[src/rtl/sdr_stream_deframer_alaw_unit_defines.svh]
// Assertion macros shared by the deframer RTL files.
// Each macro expands to one labeled concurrent assertion on a rising clock edge.
`ifndef SDR_STREAM_DEFRAMER_ALAW_UNIT_DEFINES_SVH
`define SDR_STREAM_DEFRAMER_ALAW_UNIT_DEFINES_SVH

// Same-cycle implication, disabled while reset is asserted.
`define SDRDFA_ASSERT_IMPL(label, clk, rst_n, ante, cons) \
    label: assert property (@(posedge clk) disable iff (!rst_n) (ante) |-> (cons)) \
        else $error("deframer assertion failed");

// Next-cycle implication, disabled while reset is asserted.
`define SDRDFA_ASSERT_NEXT(label, clk, rst_n, ante, cons) \
    label: assert property (@(posedge clk) disable iff (!rst_n) (ante) |=> (cons)) \
        else $error("deframer assertion failed");

`endif

[src/rtl/sdrdfa_pkg.sv]
// Package of the stream deframer: types, codes and default sizes.
// Used by every module of the deframer; depends on nothing else.
`timescale 1ns / 1ps

package sdrdfa_pkg;

    localparam int SPECTRUM_HEADER_BYTES_DEF = 15;
    localparam int AUDIO_HEADER_BYTES_DEF    = 5;
    localparam int MAX_AUDIO_SAMPLES_DEF     = 2048;
    localparam int QUEUE_DEPTH_DEF           = 4;

    localparam int POS_W = 17;
    localparam int LEN_W = 16;
    localparam int CNT_W = 16;

    // Configuration register indexes.
    localparam logic [0:0] REG_SPECTRUM_CODE = 1'b0;
    localparam logic [0:0] REG_AUDIO_CODE    = 1'b1;

    // Result kinds as they appear on the output tuser.
    localparam logic [1:0] KIND_AUDIO  = 2'd0;
    localparam logic [1:0] KIND_BIN    = 2'd1;
    localparam logic [1:0] KIND_STATUS = 2'd2;

    typedef enum logic [1:0] {
        PKT_IDLE  = 2'd0,
        PKT_SPEC  = 2'd1,
        PKT_AUDIO = 2'd2
    } pkt_kind_t;

    // Work handed from the parser to the result stage.
    typedef enum logic [1:0] {
        OP_AUDIO   = 2'd0,
        OP_BIN     = 2'd1,
        OP_BIN_END = 2'd2,
        OP_STATUS  = 2'd3
    } op_kind_t;

    typedef struct packed {
        op_kind_t    kind;
        logic [7:0]  data;
        logic        last;
        logic [7:0]  rssi;
        logic [31:0] rate;
    } op_t;

endpackage

[src/rtl/sdrdfa_front.sv]
// Packet parser: tracks header and payload position, holds the type codes
// and turns each accepted byte into at most one queued request. Uses sdrdfa_pkg.
`timescale 1ns / 1ps

module sdrdfa_front #(
    parameter int SPECTRUM_HEADER_BYTES = sdrdfa_pkg::SPECTRUM_HEADER_BYTES_DEF,
    parameter int AUDIO_HEADER_BYTES    = sdrdfa_pkg::AUDIO_HEADER_BYTES_DEF,
    parameter int MAX_AUDIO_SAMPLES     = sdrdfa_pkg::MAX_AUDIO_SAMPLES_DEF
) (
    input  logic              clk,
    input  logic              rst_n,
    input  logic              s_tvalid,
    output logic              s_tready,
    input  logic [7:0]        s_tdata,
    input  logic              cfg_valid,
    output logic              cfg_ready,
    input  logic [0:0]        cfg_index,
    input  logic [7:0]        cfg_data,
    input  logic              q_full,
    output logic              push,
    output sdrdfa_pkg::op_t   push_op
);

    localparam logic [sdrdfa_pkg::POS_W-1:0] SPEC_HDR =
        sdrdfa_pkg::POS_W'(SPECTRUM_HEADER_BYTES);
    localparam logic [sdrdfa_pkg::POS_W-1:0] AUDIO_HDR =
        sdrdfa_pkg::POS_W'(AUDIO_HEADER_BYTES);
    localparam logic [sdrdfa_pkg::CNT_W-1:0] MAX_SAMPLES =
        sdrdfa_pkg::CNT_W'(MAX_AUDIO_SAMPLES);

    sdrdfa_pkg::pkt_kind_t              kind_reg, kind_next;
    logic [sdrdfa_pkg::POS_W-1:0]       pos_reg, pos_next;
    logic [sdrdfa_pkg::LEN_W-1:0]       len_reg, len_next;
    logic [7:0]                         rssi_reg, rssi_next;
    logic [31:0]                        rate_reg, rate_next;
    logic [sdrdfa_pkg::CNT_W-1:0]       emitted_reg, emitted_next;
    logic [7:0]                         spec_code_reg;
    logic [7:0]                         audio_code_reg;

    logic                               accept;
    logic [sdrdfa_pkg::POS_W-1:0]       hdr_len;
    logic [sdrdfa_pkg::POS_W-1:0]       pos_inc;
    logic [sdrdfa_pkg::POS_W-1:0]       total;
    logic                               pkt_last;

    assign s_tready  = ~q_full;
    assign cfg_ready = 1'b1;
    assign accept    = s_tvalid & s_tready;

    always_ff @(posedge clk or negedge rst_n)
    begin
        if (!rst_n)
        begin
            spec_code_reg  <= 8'd0;
            audio_code_reg <= 8'd1;
        end
        else if (cfg_valid && cfg_ready)
        begin
            unique case (cfg_index)
                sdrdfa_pkg::REG_SPECTRUM_CODE: spec_code_reg  <= cfg_data;
                sdrdfa_pkg::REG_AUDIO_CODE:    audio_code_reg <= cfg_data;
            endcase
        end
    end

    always_ff @(posedge clk or negedge rst_n)
    begin
        if (!rst_n)
        begin
            kind_reg    <= sdrdfa_pkg::PKT_IDLE;
            pos_reg     <= '0;
            len_reg     <= '0;
            rssi_reg    <= '0;
            rate_reg    <= '0;
            emitted_reg <= '0;
        end
        else
        begin
            kind_reg    <= kind_next;
            pos_reg     <= pos_next;
            len_reg     <= len_next;
            rssi_reg    <= rssi_next;
            rate_reg    <= rate_next;
            emitted_reg <= emitted_next;
        end
    end

    assign hdr_len  = (kind_reg == sdrdfa_pkg::PKT_SPEC) ? SPEC_HDR : AUDIO_HDR;
    assign pos_inc  = pos_reg + sdrdfa_pkg::POS_W'(1);
    assign total    = hdr_len + sdrdfa_pkg::POS_W'(len_reg);
    assign pkt_last = (pos_inc >= total);

    always_comb
    begin
        kind_next    = kind_reg;
        pos_next     = pos_reg;
        len_next     = len_reg;
        rssi_next    = rssi_reg;
        rate_next    = rate_reg;
        emitted_next = emitted_reg;
        push         = 1'b0;
        push_op.kind = sdrdfa_pkg::OP_AUDIO;
        push_op.data = s_tdata;
        push_op.last = 1'b0;

        if (accept)
        begin
            unique case (kind_reg)
                sdrdfa_pkg::PKT_IDLE:
                begin
                    // Bytes that match neither code are dropped to resync.
                    priority if (s_tdata == spec_code_reg)
                        kind_next = sdrdfa_pkg::PKT_SPEC;
                    else if (s_tdata == audio_code_reg)
                        kind_next = sdrdfa_pkg::PKT_AUDIO;
                    else
                        kind_next = sdrdfa_pkg::PKT_IDLE;
                    if (s_tdata == spec_code_reg || s_tdata == audio_code_reg)
                    begin
                        pos_next     = sdrdfa_pkg::POS_W'(1);
                        len_next     = '0;
                        rssi_next    = '0;
                        rate_next    = '0;
                        emitted_next = '0;
                    end
                end
                sdrdfa_pkg::PKT_SPEC, sdrdfa_pkg::PKT_AUDIO:
                begin
                    pos_next = pos_inc;
                    if (pos_reg < hdr_len)
                    begin
                        if (pos_reg == sdrdfa_pkg::POS_W'(3))
                            len_next = {s_tdata, len_reg[7:0]};
                        else if (pos_reg == sdrdfa_pkg::POS_W'(4))
                            len_next = {len_reg[15:8], s_tdata};
                        if (kind_reg == sdrdfa_pkg::PKT_SPEC)
                        begin
                            if (pos_reg == sdrdfa_pkg::POS_W'(6))
                                rssi_next = s_tdata;
                            else if (pos_reg >= sdrdfa_pkg::POS_W'(9)
                                     && pos_reg <= sdrdfa_pkg::POS_W'(12))
                                rate_next = {rate_reg[23:0], s_tdata};
                        end
                        // An empty payload ends the packet on its last header byte.
                        if (pos_inc == hdr_len && len_next == '0)
                        begin
                            if (kind_reg == sdrdfa_pkg::PKT_SPEC)
                            begin
                                push         = 1'b1;
                                push_op.kind = sdrdfa_pkg::OP_STATUS;
                                push_op.last = 1'b1;
                            end
                            kind_next = sdrdfa_pkg::PKT_IDLE;
                            pos_next  = '0;
                        end
                    end
                    else
                    begin
                        if (kind_reg == sdrdfa_pkg::PKT_AUDIO)
                        begin
                            if (emitted_reg < MAX_SAMPLES)
                            begin
                                emitted_next = emitted_reg + sdrdfa_pkg::CNT_W'(1);
                                push         = 1'b1;
                                push_op.kind = sdrdfa_pkg::OP_AUDIO;
                                push_op.last = pkt_last || (emitted_next == MAX_SAMPLES);
                            end
                        end
                        else
                        begin
                            push         = 1'b1;
                            push_op.kind = pkt_last ? sdrdfa_pkg::OP_BIN_END
                                                    : sdrdfa_pkg::OP_BIN;
                        end
                        if (pkt_last)
                        begin
                            kind_next = sdrdfa_pkg::PKT_IDLE;
                            pos_next  = '0;
                        end
                    end
                end
                default:
                begin
                    kind_next = sdrdfa_pkg::PKT_IDLE;
                    pos_next  = '0;
                end
            endcase
        end

        push_op.rssi = rssi_next;
        push_op.rate = rate_next;
    end

endmodule

[src/rtl/sdrdfa_queue.sv]
// Short request queue between the parser and the result stage.
// Register-based ring with a fill count; uses sdrdfa_pkg for the entry type.
`timescale 1ns / 1ps
`include "sdr_stream_deframer_alaw_unit_defines.svh"

module sdrdfa_queue #(
    parameter int DEPTH = sdrdfa_pkg::QUEUE_DEPTH_DEF
) (
    input  logic             clk,
    input  logic             rst_n,
    input  logic             push,
    input  sdrdfa_pkg::op_t  push_op,
    output logic             full,
    input  logic             pop,
    output logic             head_valid,
    output sdrdfa_pkg::op_t  head_op
);

    localparam int PTR_W = (DEPTH > 1) ? $clog2(DEPTH) : 1;
    localparam int CNT_W = $clog2(DEPTH + 1);
    localparam logic [PTR_W-1:0] LAST_PTR = PTR_W'(DEPTH - 1);
    localparam logic [CNT_W-1:0] FULL_CNT = CNT_W'(DEPTH);

    sdrdfa_pkg::op_t    mem_reg [DEPTH];
    logic [PTR_W-1:0]   wr_ptr_reg, wr_ptr_next;
    logic [PTR_W-1:0]   rd_ptr_reg, rd_ptr_next;
    logic [CNT_W-1:0]   cnt_reg, cnt_next;
    logic               do_push;
    logic               do_pop;

    assign full       = (cnt_reg == FULL_CNT);
    assign head_valid = (cnt_reg != '0);
    assign head_op    = mem_reg[rd_ptr_reg];
    assign do_push    = push & ~full;
    assign do_pop     = pop & head_valid;

    always_comb
    begin
        wr_ptr_next = wr_ptr_reg;
        rd_ptr_next = rd_ptr_reg;
        cnt_next    = cnt_reg;
        if (do_push)
            wr_ptr_next = (wr_ptr_reg == LAST_PTR) ? '0 : wr_ptr_reg + PTR_W'(1);
        if (do_pop)
            rd_ptr_next = (rd_ptr_reg == LAST_PTR) ? '0 : rd_ptr_reg + PTR_W'(1);
        if (do_push && !do_pop)
            cnt_next = cnt_reg + CNT_W'(1);
        else if (do_pop && !do_push)
            cnt_next = cnt_reg - CNT_W'(1);
    end

    always_ff @(posedge clk or negedge rst_n)
    begin
        if (!rst_n)
        begin
            wr_ptr_reg <= '0;
            rd_ptr_reg <= '0;
            cnt_reg    <= '0;
        end
        else
        begin
            wr_ptr_reg <= wr_ptr_next;
            rd_ptr_reg <= rd_ptr_next;
            cnt_reg    <= cnt_next;
        end
    end

    always_ff @(posedge clk)
    begin
        if (do_push)
            mem_reg[wr_ptr_reg] <= push_op;
    end

    `SDRDFA_ASSERT_IMPL(a_cnt_bound, clk, rst_n, 1'b1, cnt_reg <= FULL_CNT)
    `SDRDFA_ASSERT_IMPL(a_no_lost_push, clk, rst_n, push, !full)
    `SDRDFA_ASSERT_NEXT(a_cnt_grows, clk, rst_n, do_push && !do_pop, cnt_reg == $past(cnt_reg) + CNT_W'(1))
    `SDRDFA_ASSERT_IMPL(a_ptr_gap, clk, rst_n, cnt_reg == '0 || cnt_reg == FULL_CNT, wr_ptr_reg == rd_ptr_reg)

endmodule

[src/rtl/sdrdfa_back.sv]
// Result stage: expands queued requests into output items, decodes A-law
// samples and holds the output register. Uses sdrdfa_pkg.
`timescale 1ns / 1ps
`include "sdr_stream_deframer_alaw_unit_defines.svh"

module sdrdfa_back (
    input  logic             clk,
    input  logic             rst_n,
    input  logic             head_valid,
    input  sdrdfa_pkg::op_t  head_op,
    output logic             pop,
    output logic             m_tvalid,
    input  logic             m_tready,
    output logic [63:0]      m_tdata,   // audio_sample[15:0], bin_value[23:16],
                                        // signal_strength[31:24], spectrum_rate[63:32]
    output logic [1:0]       m_tuser,   // result_kind[1:0]
    output logic             m_tlast    // last_of_packet
);

    function automatic logic [15:0] alaw_expand(input logic [7:0] code);
        logic [7:0]  a;
        logic [2:0]  seg;
        logic [14:0] mag;
        a   = code ^ 8'h55;
        seg = a[6:4];
        mag = {7'd0, a[3:0], 4'd0};
        if (seg == 3'd0)
            mag = mag + 15'd8;
        else
            mag = (mag + 15'h108) << (seg - 3'd1);
        alaw_expand = a[7] ? {1'b0, mag} : 16'd0 - {1'b0, mag};
    endfunction

    logic               out_valid_reg, out_valid_next;
    logic [1:0]         out_kind_reg, out_kind_next;
    logic [15:0]        out_sample_reg, out_sample_next;
    logic [7:0]         out_bin_reg, out_bin_next;
    logic [7:0]         out_rssi_reg, out_rssi_next;
    logic [31:0]        out_rate_reg, out_rate_next;
    logic               out_last_reg, out_last_next;
    logic               phase_reg, phase_next;
    logic               can_load;

    assign can_load = ~out_valid_reg | m_tready;

    always_comb
    begin
        out_valid_next  = out_valid_reg;
        out_kind_next   = out_kind_reg;
        out_sample_next = out_sample_reg;
        out_bin_next    = out_bin_reg;
        out_rssi_next   = out_rssi_reg;
        out_rate_next   = out_rate_reg;
        out_last_next   = out_last_reg;
        phase_next      = phase_reg;
        pop             = 1'b0;

        if (can_load)
        begin
            out_valid_next  = head_valid;
            out_sample_next = '0;
            out_bin_next    = '0;
            out_rssi_next   = '0;
            out_rate_next   = '0;
            out_last_next   = 1'b0;
            if (head_valid)
            begin
                unique case (head_op.kind)
                    sdrdfa_pkg::OP_AUDIO:
                    begin
                        out_kind_next   = sdrdfa_pkg::KIND_AUDIO;
                        out_sample_next = alaw_expand(head_op.data);
                        out_last_next   = head_op.last;
                        pop             = 1'b1;
                    end
                    sdrdfa_pkg::OP_BIN:
                    begin
                        out_kind_next = sdrdfa_pkg::KIND_BIN;
                        out_bin_next  = head_op.data;
                        pop           = 1'b1;
                    end
                    sdrdfa_pkg::OP_BIN_END:
                    begin
                        // The final bin goes out first, then the status item.
                        if (!phase_reg)
                        begin
                            out_kind_next = sdrdfa_pkg::KIND_BIN;
                            out_bin_next  = head_op.data;
                            phase_next    = 1'b1;
                        end
                        else
                        begin
                            out_kind_next = sdrdfa_pkg::KIND_STATUS;
                            out_rssi_next = head_op.rssi;
                            out_rate_next = head_op.rate;
                            out_last_next = 1'b1;
                            phase_next    = 1'b0;
                            pop           = 1'b1;
                        end
                    end
                    sdrdfa_pkg::OP_STATUS:
                    begin
                        out_kind_next = sdrdfa_pkg::KIND_STATUS;
                        out_rssi_next = head_op.rssi;
                        out_rate_next = head_op.rate;
                        out_last_next = 1'b1;
                        pop           = 1'b1;
                    end
                endcase
            end
        end
    end

    always_ff @(posedge clk or negedge rst_n)
    begin
        if (!rst_n)
        begin
            out_valid_reg <= 1'b0;
            phase_reg     <= 1'b0;
            out_kind_reg  <= sdrdfa_pkg::KIND_AUDIO;
            out_last_reg  <= 1'b0;
        end
        else
        begin
            out_valid_reg <= out_valid_next;
            phase_reg     <= phase_next;
            out_kind_reg  <= out_kind_next;
            out_last_reg  <= out_last_next;
        end
    end

    always_ff @(posedge clk)
    begin
        out_sample_reg <= out_sample_next;
        out_bin_reg    <= out_bin_next;
        out_rssi_reg   <= out_rssi_next;
        out_rate_reg   <= out_rate_next;
    end

    assign m_tvalid = out_valid_reg;
    assign m_tdata  = {out_rate_reg, out_rssi_reg, out_bin_reg, out_sample_reg};
    assign m_tuser  = out_kind_reg;
    assign m_tlast  = out_last_reg;

    `SDRDFA_ASSERT_IMPL(a_phase_op, clk, rst_n, phase_reg, head_valid && head_op.kind == sdrdfa_pkg::OP_BIN_END)
    `SDRDFA_ASSERT_IMPL(a_phase_bin, clk, rst_n, $rose(phase_reg), out_valid_reg && out_kind_reg == sdrdfa_pkg::KIND_BIN && !out_last_reg)
    `SDRDFA_ASSERT_IMPL(a_pop_loads, clk, rst_n, pop, can_load && head_valid)
    `SDRDFA_ASSERT_IMPL(a_bin_not_last, clk, rst_n, out_valid_reg && out_kind_reg == sdrdfa_pkg::KIND_BIN, !out_last_reg)

endmodule

[src/rtl/sdr_stream_deframer_alaw_unit.sv]
// Each accepted byte's request is written into the queue, then loaded into the output register.
// Throughput: one byte per cycle while the queue has room; each byte gives at most one queued
// request, and the last payload byte of a spectrum packet gives two results, bin then status.
// The request queue absorbs that extra item and output stalls; s_tready falls only when full.
// Reset (rst_n, asynchronous, active low) clears the parser to idle, empties the queue and
// output register, and sets the spectrum type code to 0 and the audio type code to 1.
`timescale 1ns / 1ps

module sdr_stream_deframer_alaw_unit #(
    parameter int SPECTRUM_HEADER_BYTES = sdrdfa_pkg::SPECTRUM_HEADER_BYTES_DEF,
    parameter int AUDIO_HEADER_BYTES    = sdrdfa_pkg::AUDIO_HEADER_BYTES_DEF,
    parameter int MAX_AUDIO_SAMPLES     = sdrdfa_pkg::MAX_AUDIO_SAMPLES_DEF,
    parameter int QUEUE_DEPTH           = sdrdfa_pkg::QUEUE_DEPTH_DEF
) (
    input  logic        clk,
    input  logic        rst_n,
    input  logic        s_tvalid,
    output logic        s_tready,
    input  logic [7:0]  s_tdata,    // rx_byte[7:0]
    output logic        m_tvalid,
    input  logic        m_tready,
    output logic [63:0] m_tdata,    // audio_sample[15:0], bin_value[23:16],
                                    // signal_strength[31:24], spectrum_rate[63:32]
    output logic [1:0]  m_tuser,    // result_kind[1:0]
    output logic        m_tlast,    // last_of_packet
    input  logic        cfg_valid,
    output logic        cfg_ready,
    input  logic [0:0]  cfg_index,
    input  logic [7:0]  cfg_data
);

    logic             push;
    sdrdfa_pkg::op_t  push_op;
    logic             q_full;
    logic             pop;
    logic             head_valid;
    sdrdfa_pkg::op_t  head_op;

    sdrdfa_front #(
        .SPECTRUM_HEADER_BYTES (SPECTRUM_HEADER_BYTES),
        .AUDIO_HEADER_BYTES    (AUDIO_HEADER_BYTES),
        .MAX_AUDIO_SAMPLES     (MAX_AUDIO_SAMPLES)
    ) u_front (
        .clk       (clk),
        .rst_n     (rst_n),
        .s_tvalid  (s_tvalid),
        .s_tready  (s_tready),
        .s_tdata   (s_tdata),
        .cfg_valid (cfg_valid),
        .cfg_ready (cfg_ready),
        .cfg_index (cfg_index),
        .cfg_data  (cfg_data),
        .q_full    (q_full),
        .push      (push),
        .push_op   (push_op)
    );

    sdrdfa_queue #(
        .DEPTH (QUEUE_DEPTH)
    ) u_queue (
        .clk        (clk),
        .rst_n      (rst_n),
        .push       (push),
        .push_op    (push_op),
        .full       (q_full),
        .pop        (pop),
        .head_valid (head_valid),
        .head_op    (head_op)
    );

    sdrdfa_back u_back (
        .clk        (clk),
        .rst_n      (rst_n),
        .head_valid (head_valid),
        .head_op    (head_op),
        .pop        (pop),
        .m_tvalid   (m_tvalid),
        .m_tready   (m_tready),
        .m_tdata    (m_tdata),
        .m_tuser    (m_tuser),
        .m_tlast    (m_tlast)
    );

endmodule
[config.mk]
export PLATFORM = sky130hd
export DESIGN_NAME = sdr_stream_deframer_alaw_unit
export DESIGN_NICKNAME = d
export VERILOG_FILES = /design/src/rtl/sdrdfa_pkg.sv /design/src/rtl/sdrdfa_front.sv /design/src/rtl/sdrdfa_queue.sv /design/src/rtl/sdrdfa_back.sv /design/src/rtl/sdr_stream_deframer_alaw_unit.sv
export VERILOG_INCLUDE_DIRS = /design/src /design/src/rtl
export SDC_FILE = /design/constraint.sdc
export NUM_CORES = 1
export LEC_CHECK = 0
export ABC_AREA = 1
export BUFFER_PORTS_ARGS = -buffer_cell sky130_fd_sc_hd__buf_2
export CORE_MARGIN = 4
export CORE_UTILIZATION = 64
export CTS_BUF_LIST = sky130_fd_sc_hd__clkbuf_2 sky130_fd_sc_hd__clkbuf_4 sky130_fd_sc_hd__clkbuf_8
export DETAILED_ROUTE_END_ITERATION = 6
export GPL_ROUTABILITY_DRIVEN = 0
export GPL_TIMING_DRIVEN = 0
export MAX_ROUTING_LAYER = met4
export PLACE_DENSITY_LB_ADDON = 0.15
export SYNTH_ARGS = -nofsm -noshare
export SYNTH_HDL_FRONTEND = slang
export SYNTH_SLANG_ARGS = --single-unit
[constraint.sdc]
create_clock -name clk -period 4.22 [get_ports clk]
set_input_delay 0.422 -clock clk [delete_from_list [all_inputs] [get_ports clk]]
set_output_delay 0.422 -clock clk [all_outputs]
set_load 0.03 [all_outputs]
==> flow_metrics.env, run 1 <==
export IMPL_status="finished, final reports clean"
export IMPL_rows=61
export IMPL_cpPeakStageDelay_ns=0.42
export IMPL_avgSynthCellArea_um2=9.79
export IMPL_cap_violations=0
export IMPL_ys_seq_area_share_pct=60.2
export IMPL_path_class="flop to flop"
export IMPL_final_max_slew_violation_count=0
export IMPL_r2r_cells=26
export IMPL_hold_depth=1
export IMPL_grt_start_max_net_pins=97
export IMPL_grt_pass1_wl_mm=65.8
export IMPL_max_freq_mhz=245
export IMPL_hold_class="input pin to flop"
export IMPL_p_int_w=0.00772
export IMPL_cts_buffers=60
export IMPL_final_cells=2454
export IMPL_largest_reg_flops=204
export IMPL_port_buffers=87
export IMPL_ys_flop_type="edfxtp_1"
export IMPL_r2r_slack_ns=0.14
export IMPL_end_kind="flop"
export IMPL_grt_util_all_layers_pct=27.3
export IMPL_vdd_drop_max_uv=326
export IMPL_cts_tree="yes"
export IMPL_fp_dieH_um=176
export IMPL_hold_viol=0
export IMPL_dp_hpwl_mm=28.3
export IMPL_tightestPinTransition_ns=0.817
export IMPL_drive_gt1_share_pct=15.6
export IMPL_drtPass1Iterations=7
export IMPL_combPwrFrac_pct=38.5
export IMPL_hold_end="u_queue.mem_reg[1][43]$_DFFE_PP_"
export IMPL_cts_sinks=384
export IMPL_area_growth_pct=14.4
export IMPL_num_nets_final=2096
export IMPL_netSwitchingPower_w=0.00517
export IMPL_clkPwrFrac_pct=23.7
export IMPL_crit_start="u_front.kind_reg[1]$_DFFE_PN0P_"
export IMPL_first_global_vias=13052
export IMPL_synth_area_um2=18200
export IMPL_synth_warnings=0
export IMPL_antenna_found_initial=0
export IMPL_setup_ws_ns=0.143
export IMPL_htree_levels=2
export IMPL_crit_required_ns=4.59
export IMPL_drc=0
export IMPL_dp_cells=2331
export IMPL_cts_root_buf="clkbuf_8"
export IMPL_cts_buffer_depth=3
export IMPL_p_per_area_nw_per_um2=621
export IMPL_setup_tns_ns=0
export IMPL_viasPerCell=5.54
export IMPL_cp_slowest_cell="dfrtp_1"
export IMPL_min_from="s_tdata[2]"
export IMPL_cp_start_kind="flop"
export IMPL_synthCells=1855
export IMPL_path_max_fanout=4
export IMPL_place_ws_ns=-0.319
export IMPL_path_clk_slew_ns=0.06
export IMPL_wirelength_mm=41.7
export IMPL_rr_startpoint="u_front.kind_reg[1]$_DFFE_PN0P_"
export IMPL_p_leak_nw=8.79
export IMPL_vias=13601
export IMPL_die_x_um=176
export IMPL_synth_seq_cells=384
export IMPL_sw_frac_of_total_pct=40.1
export IMPL_first_iter_violations=1191
export IMPL_min_period_over_period_pct=96.6
export IMPL_initial_core_util_pct=65.2
export IMPL_wl_per_cell_um=17.0
export IMPL_dieArea_um2=31100
export IMPL_grt_ovfl_total=0
export IMPL_worst_skew_pair_late_latency_ns=0.59
export IMPL_critical_path_buf_inv_count=6
export IMPL_synth_distinct_cells=57
export IMPL_ios=92
export IMPL_synth_edff_count=265
export IMPL_setup_viol=0
export IMPL_async_flop_share_pct=31.0
export IMPL_reg2reg_to="u_queue.mem_reg[2][49]$_DFFE_PP_"
export IMPL_arrival_ns=4.44
export IMPL_finClkSkew_ns=0.0264
export IMPL_min_period_ns=4.08
export IMPL_whs_ns=0.0685
export IMPL_core_um2=27900
export IMPL_pwr_share_seq_pct=37.7
export IMPL_antenna_left=0
export IMPL_diodes=0
export IMPL_slew_headroom_pct=44.9
export IMPL_cpLargestDelayFamily="simple AND/OR/NAND/NOR gates"
cells in the mapped netlist (all sizes together), types with 4 or more instances:
library cell,instances,share of area [%]
ha,45,3.1
buf,32,1.0
nor3,17,0.59
nand3,88,2.7
xor2,23,1.1
inv,147,3.0
clkbuf,36,0.76
o21ai,186,5.2
edfxtp,265,44
dfrtp,118,16
nor2,288,6.6
a21oi,74,2.1
nand2,436,9.4
or2,4,0.14
xnor2,22,1.1
o211ai,4,0.17
nand4,38,1.5
o22ai,6,0.21
power by group through the flow:
stage / clock (W) / combinational, W / sequential (W)
3_3_place_gp: 0 / 0.00469 / 0.00493
4_1_cts: 0.00310 / 0.00490 / 0.00486
6_report: 0.00306 / 0.00497 / 0.00486
5_1_grt: 0.00331 / 0.00553 / 0.00491
2_1_floorplan: 0 / 0.00306 / 0.00536
3_5_place_dp: 0 / 0.00486 / 0.00494
final cells by class:
cell class              instances  area (um^2)
flip-flops and latches        384        10900
clock buffers                  80         1010
well taps                     378          473
clock inverters                31          193
fillers                      1947         7100
plain buffers                  67          328
repair buffers                108          756
inverters                     149          561
multi-input cells            1257         6510
cell usage in the layout (no fill, tap or decap), types with 23 or more instances in the layout:
master / Yosys / final
edfxtp_1: 265 / 265
a21oi_1: 73 / 71
nand4_1: 36 / 36
nand3_1: 83 / 79
xor2_1: 23 / 23
clkbuf_8: 0 / 65
clkbuf_1: 34 / 33
nand2_1: 413 / 409
dfrtp_1: 118 / 118
o21ai_0: 161 / 158
nor2_1: 267 / 265
ha_1: 45 / 43
o21ai_1: 23 / 25
buf_2: 8 / 93
inv_1: 136 / 133
metrics by stage:
step / power [W] / area [um^2] / util (%)
floorplan: 0.00842 / 18200 / -
global placement: 0.00962 / 19100 / 68.5
detailed placement: 0.00980 / 19300 / 69.3
CTS: 0.0129 / 20600 / 73.8
global route: 0.0137 / 20800 / 74.5
finish: 0.0129 / 20800 / 74.5
worst max-delay path by stage:
stage / slack [ns] / end / cells past startpoint
floorplan: 0.37 / u_front.pos_reg[1]$_DFFE_PN0P_ / 27
global placement: -1.08 / u_queue.mem_reg[1][19]$_DFFE_PP_ / 13
detailed placement: -0.32 / u_front.pos_reg[1]$_DFFE_PN0P_ / 28
CTS: 0.04 / u_front.pos_reg[1]$_DFFE_PN0P_ / 28
global route: -0.07 / u_front.pos_reg[4]$_DFFE_PN0P_ / 28
finish: 0.14 / u_queue.mem_reg[2][49]$_DFFE_PP_ / 26
cell families after synthesis:
group                      count (synthesis)  share of synthesized area, %
muxes                                      1                        0.0620
AOI/OAI and AO/OA                        282                          8.14
xor gates and xnor gates                  45                          2.17
DFF                                      384                          60.2
adders and majority gates                 47                          3.32
other                                      2                        0.0414
and+or+nand+nor                          877                          21.1
buffers and inverters                    217                          4.87
timing repair:
action                                 CTS  global route
hold buffers                             1             0
setup buffers                            1             9
setup endpoints to repair               31            52
gates cloned                             0             2
pin swaps                                1            12
resized for setup                        7            34
endpoints found under the hold margin   23             0
metal layers:
layer,GRT usage [%],part of all wire (%),up-vias,wire length [um]
li1,-,-,6585,-
met5,-,0,-,0
met1,34.9,41,6395,17000
met3,3.98,6.9,89,2860
met4,9.35,2.7,0,1130
met2,45.3,50,532,20800
(Power assumes the default switching activity.)
==> run 2: changes to the inputs <==
--- a/config.mk
+++ b/config.mk
@@ -6,10 +6,9 @@
 export SDC_FILE = /design/constraint.sdc
 export NUM_CORES = 1
 export LEC_CHECK = 0
-export ABC_AREA = 1
 export BUFFER_PORTS_ARGS = -buffer_cell sky130_fd_sc_hd__buf_2
 export CORE_MARGIN = 4
-export CORE_UTILIZATION = 64
+export CORE_UTILIZATION = 63
 export CTS_BUF_LIST = sky130_fd_sc_hd__clkbuf_2 sky130_fd_sc_hd__clkbuf_4 sky130_fd_sc_hd__clkbuf_8
 export DETAILED_ROUTE_END_ITERATION = 6
 export GPL_ROUTABILITY_DRIVEN = 0
==> run 2 against run 1 <==
  * Via count down 22%
  * Largest power group is now sequential cells
  * Routed wire length down 13%
  * Clock skew down 0.0022 ns
  * Register-to-register slack better by 0.04 ns
  * First-iteration DRC count down 26%
  * Worst hold slack worse by 0.024 ns
  * Sequential power down 4.7%
  * Critical path depth down 8
==> flow_metrics.env, run 2 <==
export IMPL_met2_wirelength_mm=17.8
export IMPL_synth_area_um2=17300
export IMPL_grt_pass1_wl_mm=58.0
export IMPL_grt_util_all_layers_pct=25.0
export IMPL_slew_headroom_pct=38.1
export IMPL_min_period_over_period_pct=95.7
export IMPL_cap_violations=0
export IMPL_crit_required_ns=4.73
export IMPL_synthTopCellsByCount="edfxtp_1, dfrtp_1, nand2_1"
export IMPL_cpLargestDelayFamily="compound AO/OA/AOI/OAI gates"
export IMPL_cts_buffer_depth=3
export IMPL_first_iter_violations=887
export IMPL_antenna_left=0
export IMPL_end_kind="flop"
export IMPL_rows=60
export IMPL_htree_levels=2
export IMPL_final_common_cell="edfxtp_1"
export IMPL_cts_root_buf="clkbuf_8"
export IMPL_tightestPinTransition_ns=0.928
export IMPL_drtPass1Iterations=5
export IMPL_p_leak_nw=7.75
export IMPL_die_x_um=174
export IMPL_fill_cells=1765
export IMPL_crit_cells=18
export IMPL_diodes=0
export IMPL_synthCells=1204
export IMPL_first_global_vias=10664
export IMPL_viasPerCell=6.07
export IMPL_cts_buffers=58
export IMPL_ys_seq_area_share_pct=63.2
export IMPL_vdd_drop_max_uv=333
export IMPL_synth_edff_count=265
export IMPL_grt_ovfl_total=0
export IMPL_ys_flop_type="edfxtp_1"
export IMPL_drc=0
export IMPL_path_max_fanout=4
export IMPL_setup_viol=0
export IMPL_cp_slowest_cell="dfrtp_1"
export IMPL_port_buffers=87
export IMPL_yosys_area_top_type_share_pct=46.0
export IMPL_power_w=0.0117
export IMPL_path_clk_slew_ns=0.06
export IMPL_drt_met1_wl_mm=15.0
export IMPL_yosysTopAreaCell="edfxtp_1"
export IMPL_cts_tree="yes"
export IMPL_critical_path_buf_inv_count=2
export IMPL_dp_hpwl_mm=24.4
export IMPL_path_class="flop to flop"
export IMPL_synth_most_common_cell="edfxtp_1"
export IMPL_wirelength_mm=36.4
export IMPL_final_max_slew_violation_count=0
export IMPL_fp_dieH_um=174
export IMPL_drive_gt1_share_pct=24.2
export IMPL_antenna_found_initial=0
export IMPL_path_cells="inv_1 > ha_4 > buf_4 > fa_1 > nor2_1 > o21ai_0 > and3_1 > and3_1 > xnor2_1 > ha_1 > a21o_1 > a21o_1 > a21oi_1 > nand2b_1 > a21o_1 > nand2_1 > a31oi_4 > mux2_4"
export IMPL_synth_warnings=0
export IMPL_largest_reg_flops=204
export IMPL_wl_met3_mm=2.33
export IMPL_worst_skew_pair_late_latency_ns=0.62
export IMPL_dieArea_um2=30200
export IMPL_highest_layer="met4"
export IMPL_max_freq_mhz=248
export IMPL_finClkSkew_ns=0.0242
export IMPL_hold_depth=2
export IMPL_synth_seq_cells=384
export IMPL_r2r_cells=18
export IMPL_num_nets_final=1432
export IMPL_async_flop_share_pct=31.0
export IMPL_area_growth_pct=14.1
export IMPL_ios=92
export IMPL_arrival_ns=4.55
export IMPL_hold_class="input pin to flop"
export IMPL_synth_distinct_cells=78
export IMPL_setup_ws_ns=0.182
export IMPL_min_period_ns=4.04
export IMPL_core_um2=27000
export IMPL_synth_area_top_cells="edfxtp_1, dfrtp_1, mux4_2"
export IMPL_p_per_area_nw_per_um2=594
export IMPL_whs_ns=0.0440
export IMPL_status="finished, final reports clean"
export IMPL_place_ws_ns=-0.882
export IMPL_setup_tns_ns=0
export IMPL_cts_sinks=384
export IMPL_initial_core_util_pct=64.2
export IMPL_wl_per_cell_um=20.7
export IMPL_cp_start_kind="flop"
export IMPL_grt_start_max_net_pins=67
export IMPL_layout_common_cells="edfxtp_1, dfrtp_1, buf_2"
export IMPL_crit_top_cell="a21o_1"
export IMPL_cpPeakStageDelay_ns=0.41
export IMPL_avgSynthCellArea_um2=14.4
export IMPL_hold_viol=0
export IMPL_vias=10648
==> run 2: cell types whose count changed after synthesis, moves of 55 or more <==
cell,before,now
inv_1,136,35
nand2_1,413,72
nand3_1,83,28
nor2_1,267,53
o21ai_0,161,48
==> run 2: through the flow <==
step	util [%]	std cells	instance area [um^2]
final	73.2	1753	19700
after global routing	73.2	1753	19700
after CTS	72.9	1749	19600
after floorplan	-	1206	17300
after detailed placement	67.9	1639	18300
after global placement	67.4	1634	18200
==> run 2: routing by layer <==
metal	vias up	GRT usage, %
met5	-	-
met4	0	8.71
met3	77	4.30
met2	354	40.1
met1	5307	33.0
li1	4910	-
==> run 2: path summary, 6_finish.rpt <==
check / startpoint / endpoint / slack, ns
max: u_front.kind_reg[1]$_DFFE_PN0P_ / u_front.kind_reg[0]$_DFFE_PN0P_ / 0.18
min: cfg_data[4] / u_front.spec_code_reg[4]$_DFFE_PN0P_ / 0.04
max reg2reg: u_front.kind_reg[1]$_DFFE_PN0P_ / u_front.kind_reg[0]$_DFFE_PN0P_ / 0.18
min reg2reg: u_back.m_tuser[0]$_DFFE_PN0P_ / u_back.m_tuser[0]$_DFFE_PN0P_ / 0.48
max in group asynchronous: rst_n / u_queue.rd_ptr_reg[0]$_DFFE_PN0P_ / 3.12
min in group asynchronous: rst_n / u_front.emitted_reg[6]$_DFFE_PN0P_ / 0.37
==> run 2: final cells by class <==
cell class / count / area, um^2 / area share, %
Timing Repair Buffer: 98 / 597 / 3.02
Tap cell: 341 / 427 / 2.16
Sequential cell: 384 / 10900 / 55.4
Multi-Input combinational cell: 725 / 6010 / 30.4
Clock buffer: 82 / 1030 / 5.24
Buffer: 61 / 347 / 1.76
Inverter: 35 / 131 / 0.666
Clock inverter: 27 / 250 / 1.27
==> run 2: power breakdown <==
| part | switching, W | internal (W) | total, W |
|---|---|---|---|
| sequential | 0.000164 | 0.00446 | 0.00463 |
| clock | 0.00144 | 0.00185 | 0.00329 |
| combinational | 0.00225 | 0.00156 | 0.00381 |
| total | 0.00386 | 0.00786 | 0.0117 |
==> run 2: timing repair <==
action | CTS | global route
endpoints found under the hold margin | 59 | 0
pin swaps | 0 | 2
buffers inserted | 0 | 5
hold buffers | 1 | 0
endpoints found under the setup margin | 290 | 278
resized for setup | 23 | 27
==> run 2: cell families (layout without fill, tap and decap cells) <==
group | after synthesis | count (layout) | synth area share, %
DFF | 384 | 384 | 63.2
adders and majority gates | 47 | 47 | 3.49
buffers and inverters | 97 | 303 | 2.55
other | 2 | 4 | 0.0434
and+or+nand+nor | 308 | 308 | 9.52
muxes | 87 | 87 | 9.04
AOI/OAI and AO/OA | 214 | 214 | 8.83
xor gates and xnor gates | 65 | 65 | 3.29
